<file path="src/hdl/fwtt_pkg.sv">
// shared types and constants for the four-way transposition table
// no dependencies
package fwtt_pkg;

  localparam int Entries   = 4096;
  localparam int PlyUnit   = 4;
  localparam int IdxW      = $clog2(Entries);
  localparam int BktW      = IdxW - 2;
  localparam int PayW      = 54;
  localparam int KeyW      = 64;
  localparam logic [14:0] MateThrRst = 15'd30000;

  localparam logic [1:0] MODE_PROBE  = 2'd0;
  localparam logic [1:0] MODE_REFINE = 2'd1;
  localparam logic [1:0] MODE_STORE  = 2'd2;
  localparam logic [1:0] MODE_AGE    = 2'd3;

  typedef struct packed {
    logic [1:0]         mode;
    logic [63:0]        key;
    logic [15:0]        move_in;
    logic signed [15:0] score_in;
    logic signed [15:0] alpha;
    logic signed [15:0] beta;
    logic [11:0]        depth;
    logic [7:0]         ply;
    logic [1:0]         bound_flags;
  } in_item_t;

  typedef struct packed {
    logic               hit;
    logic               cutoff;
    logic [15:0]        move_out;
    logic signed [15:0] score_out;
  } out_item_t;

  typedef struct packed {
    logic [7:0]         date;
    logic [15:0]        move;
    logic signed [15:0] score;
    logic [1:0]         flags;
    logic [11:0]        depth;
  } payload_t;

  // saturate a 18-bit signed value to 16 bits
  function automatic logic signed [15:0] sat16(input logic signed [17:0] v);
    logic signed [15:0] r;
    if (v > 18'sd32767) r = 16'sh7fff;
    else if (v < -18'sd32768) r = 16'sh8000;
    else r = v[15:0];
    return r;
  endfunction

endpackage

</file>
<file path="src/hdl/fwtt_queue.sv">
// two-entry queue between front and back parts
// depends on fwtt_pkg
module fwtt_queue (
  input  logic               clk,
  input  logic               rst_n,
  input  logic               push,
  input  fwtt_pkg::in_item_t push_data,
  output logic               full,
  input  logic               pop,
  output logic               empty,
  output fwtt_pkg::in_item_t pop_data
);
  import fwtt_pkg::*;

  in_item_t   mem_r [2];
  logic       wp_r, rp_r;
  logic [1:0] cnt_r;

  assign full     = (cnt_r == 2'd2);
  assign empty    = (cnt_r == 2'd0);
  assign pop_data = mem_r[rp_r];

  always_ff @(posedge clk) begin
    if (push) mem_r[wp_r] <= push_data;
  end

  always_ff @(posedge clk) begin
    if (!rst_n) begin
      wp_r  <= 1'b0;
      rp_r  <= 1'b0;
      cnt_r <= 2'd0;
    end else begin
      if (push) wp_r <= ~wp_r;
      if (pop) rp_r <= ~rp_r;
      cnt_r <= cnt_r + {1'b0, push} - {1'b0, pop};
    end
  end
endmodule

</file>
<file path="config.mk">
export PLATFORM = sky130hd
export DESIGN_NAME = fwtt_queue
export DESIGN_NICKNAME = d
export VERILOG_FILES = /design/src/hdl/fwtt_pkg.sv /design/src/hdl/fwtt_queue.sv
export SDC_FILE = /design/constraint.sdc
export NUM_CORES = 1
export LEC_CHECK = 0
export BUFFER_PORTS_ARGS = -buffer_cell sky130_fd_sc_hd__buf_2
export CAP_MARGIN = 20
export CORE_MARGIN = 2
export CORE_UTILIZATION = 55
export DETAILED_ROUTE_END_ITERATION = 8
export PLACE_DENSITY = 0.87
export SKIP_CTS_REPAIR_TIMING = 1
export SLEW_MARGIN = 20
export SYNTH_ARGS = -nofsm -noshare
export SYNTH_HDL_FRONTEND = slang
export SYNTH_SLANG_ARGS = --single-unit
</file>
<file path="constraint.sdc">
create_clock -name clk -period 23.5 [get_ports clk]
set_input_delay 3.525 -clock clk [delete_from_list [all_inputs] [get_ports clk]]
set_output_delay 3.525 -clock clk [all_outputs]
set_load 0.02 [all_outputs]
</file>
Word-level counts from Yosys, hierarchy flattened
Memories as Yosys holds them, arrays and structs flattened. A register that Yosys moved wholly into a read port is not among the register bits.
Cells that the tools add are included.
Storage, ports and cells
  memories: 1
  memory bits (writable): 304
  register bits: 4
  input port bits: 156
Cells by class
  add/sub/neg operators: 2
  reduce and logical (&&, ||, !) cells: 1
  multiplexer cells: 4
  equality and inequality tests: 1
  bitwise logic cells: 2
Memory list
  mem_r: words 2, bits a word 152, read ports 1, clocked after Yosys merged registers in 1, write ports 1, RTL line fwtt_queue.sv:15  | in_item_t mem_r [2];
Operators with widths (count)
  1-bit 2-to-1 mux: 4
  2-bit by 1-bit adder with 2-bit output: 1
  2-bit == test (second input constant): 1
  2-bit zero test: 1
  1-bit inverter: 2
  2-bit by 1-bit subtractor with 2-bit output: 1

Longest topological paths before layout
Gate-level depths: netlist of the first run.
  depth in word-level cells: 3
  gate-level depth with buffers: 6
  mapped depth without buffers: 6

Worst setup path after synthesis of the first run
Ideal clock, no wire load.
  kind: input port to flip-flop
  from: input port push
  to: memory mem_r[0][0] (netlist bit) (enable)
  setup time: 684 ps
  path buffers: 0
  path slack: 12687 ps
  required time: 22816 ps
  arrival time: 10129 ps
  stages on the path: 1
  cells stage by stage: nor2b_1
On the way
  word-level cells in the longest chain between the ends: 2
RTL lines
  start: declaration: RTL line fwtt_queue.sv:6  | input logic push,
  1-bit 2-to-1 mux: RTL line fwtt_queue.sv:24  | if (push) mem_r[wp_r] <= push_data;
  1-bit 2-to-1 mux (implied by the code): RTL line fwtt_queue.sv:24
  end: declaration: RTL line fwtt_queue.sv:15
No other way between the ends.

==> impl_metrics.ini, run 1 <==
[placed_design]
gp_congestion = 0.737
place_area_sq_um = 13300
port_buffers = 309
dp_hpwl_um = 14800

[worst_setup_path]
crit_path_max_fanout = 56
worstPathArrival_ns = 2.83
crit_buf_inv = 2
crit_family = buffers and inverters
slowest_delay_ns = 0.86
slowest_stage = buf_4
required_ns = 19.98
criticalPathCategory = register to output pin
startpoint_type = register
endpoint_kind = output pin
cp_cell_sequence = buf_4 -> mux2_2 -> buf_2

[run]
max_cap_viol_count = 0

[clock_tree]
cts_max_path_buffers = 3
clk_latency_ns = 0.54
cts.clk_slew.worst_paths_ns = 0.06
htreeDepth = 1
cts_buffers = 30
clkSinkCount = 309
cts_tree = yes
cts.root.buffer_cell = clkbuf_16

[power]
ir_worst_vdd_mv = 0.0667
p_leak_nw = 5.57
p_per_area_nw_per_um2 = 88.4

[sta]
max_slew_margin_pct = 29.7
rsz0062_at_grt = false
min_period_ns = 6.36
skew_ns = 0.0106
hold_viol = 0
fmax_ghz = 0.157
slew_viol_final = 0
worst_pin_slew_ns = 1.05
finalSetupTns_ns = 0
final-setup-viol-count = 0
finalCritPeriodShare_pct = 27.1

[cells_and_area]
utilization_pct = 70.3
drive_gt1_share_pct = 61.0
seq_area_sq_um = 9230
nFillCells = 1223
final_cell_area_sq_um = 14300
nNetsFinal = 982
multi_input_area_sq_um = 2140
syn_to_final_growth_pct = 24.4

[detailed_routing]
firstDrtPassIters = 6
drt_iter0_drc = 339
via_per_inst = 5.17
num_vias = 5804
wl_um = 22200
ant_nets = 0
drc_errors = 0
wl_per_cell_um = 19.8

[yosys]
synth_cell_type_count = 14
syn_area_sq_um = 11500
synth_cells = 494
seq_area_frac_synth_pct = 80.2
synth-seq-cells = 309
synth.yosys.warnings = 0
syn-num-nets = 652
avgSynthCellArea_sq_um = 23.3

[run_status]
status = complete, no violations

[grt]
grt_pass1_vias = 6004
grt-ovfl-total = 0
grt_max_degree = 85
track_usage_pct = 19.2
grt_pass1_wl_um = 32300
antenna_found_initial = 2

[die]
core_area_sq_um = 20400
die_h_um = 149
initial_utilization_pct = 56.5
dieArea_sq_um = 22100
die_w_um = 149
num_rows = 52
boundaryPins = 310

[hold_path]
hold_path_class = register to register
==> cell usage in the layout (no fill, tap or decap), types with 4 or more instances in the layout <==
cell type and count:
buf_2 309, buf_4 5, clkbuf_16 30, clkinv_1 6
clkinv_2 9, dfxtp_1 4, diode_2 4, edfxtp_1 304
mux2_2 72, mux2_4 80
==> state kept, by name, summed over array words and instances, names as in the netlist, named ones only <==
register / flops
cnt_r: 2
mem_r: 304
rp_r: 1
wp_r: 1
==> worst paths after layout <==
kind                                   startpoint                endpoint  slack, ns  depth (start not counted)
worst max-delay path                     register            pop_data[46]      17.14                          3
worst min-delay path            rp_r$_SDFFE_PN0P_                register       0.59                          2
worst max register to register  wp_r$_SDFFE_PN0P_  mem_r[1][41]$_DFFE_PP_      21.07                          3
worst min register to register  rp_r$_SDFFE_PN0P_                register       0.59                          2
==> routing by layer <==
layer  share of wire, %  track usage [%]  routed length (um)  up-vias
li1                   -                -                   -     2636
met1                 38             23.0                8420     2858
met2                 50             34.0               11200      268
met3                8.7             5.28                1940       42
met4                2.9             6.38                 650        0
met5                  0                0                   0        -
==> kinds of logic after synthesis <==
logic type / Yosys count / share of synthesized area [%]
adder cells (fa/ha/maj): 2 / 0.217
buffers and inverters: 19 / 1.35
XOR/XNOR: 2 / 0.272
flip-flops: 309 / 80.2
AO/OA/AOI/OAI: 1 / 0.0652
AND/OR/NAND/NOR: 9 / 0.467
multiplexers: 152 / 17.5
==> synth_stat cells (all sizes together) <==
library cell | instances | area, sq um
mux2 | 152 | 2010
nor2 | 1 | 3.75
buf | 17 | 148
nor2b | 4 | 25.0
edfxtp | 304 | 9130
ha | 2 | 25.0
and2 | 4 | 25.0
dfxtp | 5 | 100
o21a | 1 | 7.51
xnor3 | 1 | 22.5
xor2 | 1 | 8.76
inv | 2 | 7.51
==> report_power, final <==
| part | total (W) | leakage (nW) | internal (W) | switching (W) |
|---|---|---|---|---|
| combinational | 0.000154 | 2.19 | 0.0000674 | 0.0000864 |
| clock | 0.000463 | 0.486 | 0.000273 | 0.000190 |
| sequential | 0.000649 | 2.90 | 0.000638 | 0.0000106 |
==> per-stage QoR <==
stage               setup slack, ns  power, W  hold WS, ns  std cells
finish                        17.14   0.00127        0.591       1122
global placement              17.60  0.000808        0.560       1061
floorplan                     12.69  0.000765        0.555        494
CTS                           17.11   0.00128        0.596       1117
global route                  17.02   0.00130        0.635       1119
detailed placement            17.60  0.000814        0.576       1061
==> final cells by class <==
| cell class | instances | share of cell area, % |
|---|---|---|
| inverter | 2 | 0.0524 |
| antenna | 4 | 0.0699 |
| tap | 270 | 2.36 |
| clock inverter | 21 | 1.33 |
| clock buffer | 35 | 5.51 |
| multi-input combinational | 166 | 14.9 |
| sequential | 309 | 64.5 |
| timing repair buffer | 315 | 11.3 |
==> tightest hold or removal path: stages, from the launching register on <==
cell and delay [ns]:
dfxtp_1 0.33, xor2_1 0.08, and2_1 0.15
(Power assumes the default switching activity.)
==> inputs of run 2 (changes only) <==
- CORE_UTILIZATION: 55 -> 47
- PLACE_DENSITY: 0.87 -> 0.79
- clock period: 23.5 -> 5.1 ns (I/O delays scaled with it)
==> impl_metrics.ini, run 2 (same netlist as run 1, synthesis figures left out) <==
[detailed_routing]
num_vias = 5616
wl_um = 21200
wl_met2_um = 10700
wl_per_cell_um = 18.1
drc_errors = 0
ant_nets = 0
firstDrtPassIters = 4
highest_layer = met5
drt_iter0_drc = 304
wl_met3_um = 1790
via_per_inst = 4.80
drt-met1-wl_um = 8050

[sta]
finalSetupTns_ns = 0
slew_viol_final = 0
fmax_ghz = 0.315
skew_ns = 0.00946
min_period_ns = 3.17
rsz0062_at_grt = false
final-setup-viol-count = 0
hold_viol = 0
finalWorstSetupSlack_ns = 1.93
worst_pin_slew_ns = 1.07
max_slew_margin_pct = 28.7
finalCritPeriodShare_pct = 62.2

[grt]
grt_pass1_wl_um = 31900
grt-ovfl-total = 0
grt_pass1_vias = 6085
track_usage_pct = 15.7
antenna_found_initial = 2
grt_max_degree = 154

[power]
p_per_area_nw_per_um2 = 405
p_leak_nw = 5.56
totalPowerFinal_w = 0.00581
combPwrFrac_pct = 12.2
seqPwrFrac_pct = 51.2
switching_share_pct = 22.4
intPower_w = 0.00451
clkPwrFrac_pct = 36.6
p_switching_w = 0.00130
ir_worst_vdd_mv = 0.297

[cells_and_area]
layout_commonest_cell = buf_2
syn_to_final_growth_pct = 24.8
multi_input_area_sq_um = 2140
largest_reg_flops = 304
final_cells = 1170
final_cell_area_sq_um = 14400
regMostFlops = mem_r
seq_area_sq_um = 9230
final_cell_mix = buf_2 (309), edfxtp_1 (304), mux2_4 (80)
reg.largest.list = mem_r (304), cnt_r (2)
nNetsFinal = 980
nFillCells = 1783
drive_gt1_share_pct = 60.6

[die]
boundaryPins = 310
dieArea_sq_um = 25800
die_w_um = 161
initial_utilization_pct = 47.6
die_h_um = 161
core_area_sq_um = 24200
num_rows = 57

[clock_tree]
cts.clk_slew.worst_paths_ns = 0.06
cts_tree = yes
cts.root.buffer_cell = clkbuf_16
cts_buffers = 30
htreeDepth = 1
clk_latency_ns = 0.54
cts_max_path_buffers = 3
clkSinkCount = 309

[run]
max_cap_viol_count = 0

[placed_design]
place_area_sq_um = 13400
preCtsSetupSlack_ns = 2.47
port_buffers = 309
gp_congestion = 0.787
dp_hpwl_um = 13400
dpl.cell_count = 1114

[hold_path]
hold_depth = 1
hold_path_class = primary input to register

[worst_setup_path]
criticalPathCategory = register to output pin
required_ns = 4.34
startpoint_type = register
worstPathArrival_ns = 2.41
crit_path_max_fanout = 50
reg2reg_depth = 2
endpoint_kind = output pin

[run_status]
status = complete, no violations
-- run 2: power by group through the flow --
stage	Sequential [W]	Clock, W	Combinational (W)
3_5_place_dp	0.00303	0	0.000715
2_1_floorplan	0.00302	0	0.000487
5_1_grt	0.00299	0.00228	0.000753
6_report	0.00298	0.00213	0.000708
3_3_place_gp	0.00303	0	0.000703
4_1_cts	0.00298	0.00219	0.000718
-- run 2: final timing paths --
path	start	slack, ns	end
worst max-delay path	register	1.93	pop_data[59]
worst max register to register	wp_r$_SDFFE_PN0P_	3.34	mem_r[1][6]$_DFFE_PP_
worst min-delay path	push_data[127]	0.41	mem_r[0][127]$_DFFE_PP_
worst min register to register	rp_r$_SDFFE_PN0P_	0.58	rp_r$_SDFFE_PN0P_
-- run 2: area by class of cell --
class | instances | share of cell area, %
clock inverter | 15 | 0.836
inverter | 2 | 0.0522
sequential | 309 | 64.2
timing repair buffer | 313 | 11.2
antenna | 1 | 0.0174
clock buffer | 40 | 5.91
tap | 324 | 2.82
multi-input combinational | 166 | 14.9
-- run 2: worst max-delay path: stages, from the launching register on --
cell and delay (ns):
dfxtp_4 0.52, buf_4 0.71, mux2_2 0.43, buf_2 0.16
-- run 2: per-stage QoR --
step	hold slack (ns)	utilization [%]
after floorplan	0.555	-
after global placement	0.574	55.4
after detailed placement	0.579	55.4
after CTS	0.375	59.4
after global routing	0.378	59.4
final	0.407	59.4
-- run 2: per-layer routing --
| layer | vias to the layer above | GRT usage [%] |
|---|---|---|
| met3 | 44 | 5.29 |
| met2 | 228 | 27.5 |
| li1 | 2627 | - |
| met5 | - | 0 |
| met1 | 2715 | 18.1 |
| met4 | 2 | 5.69 |
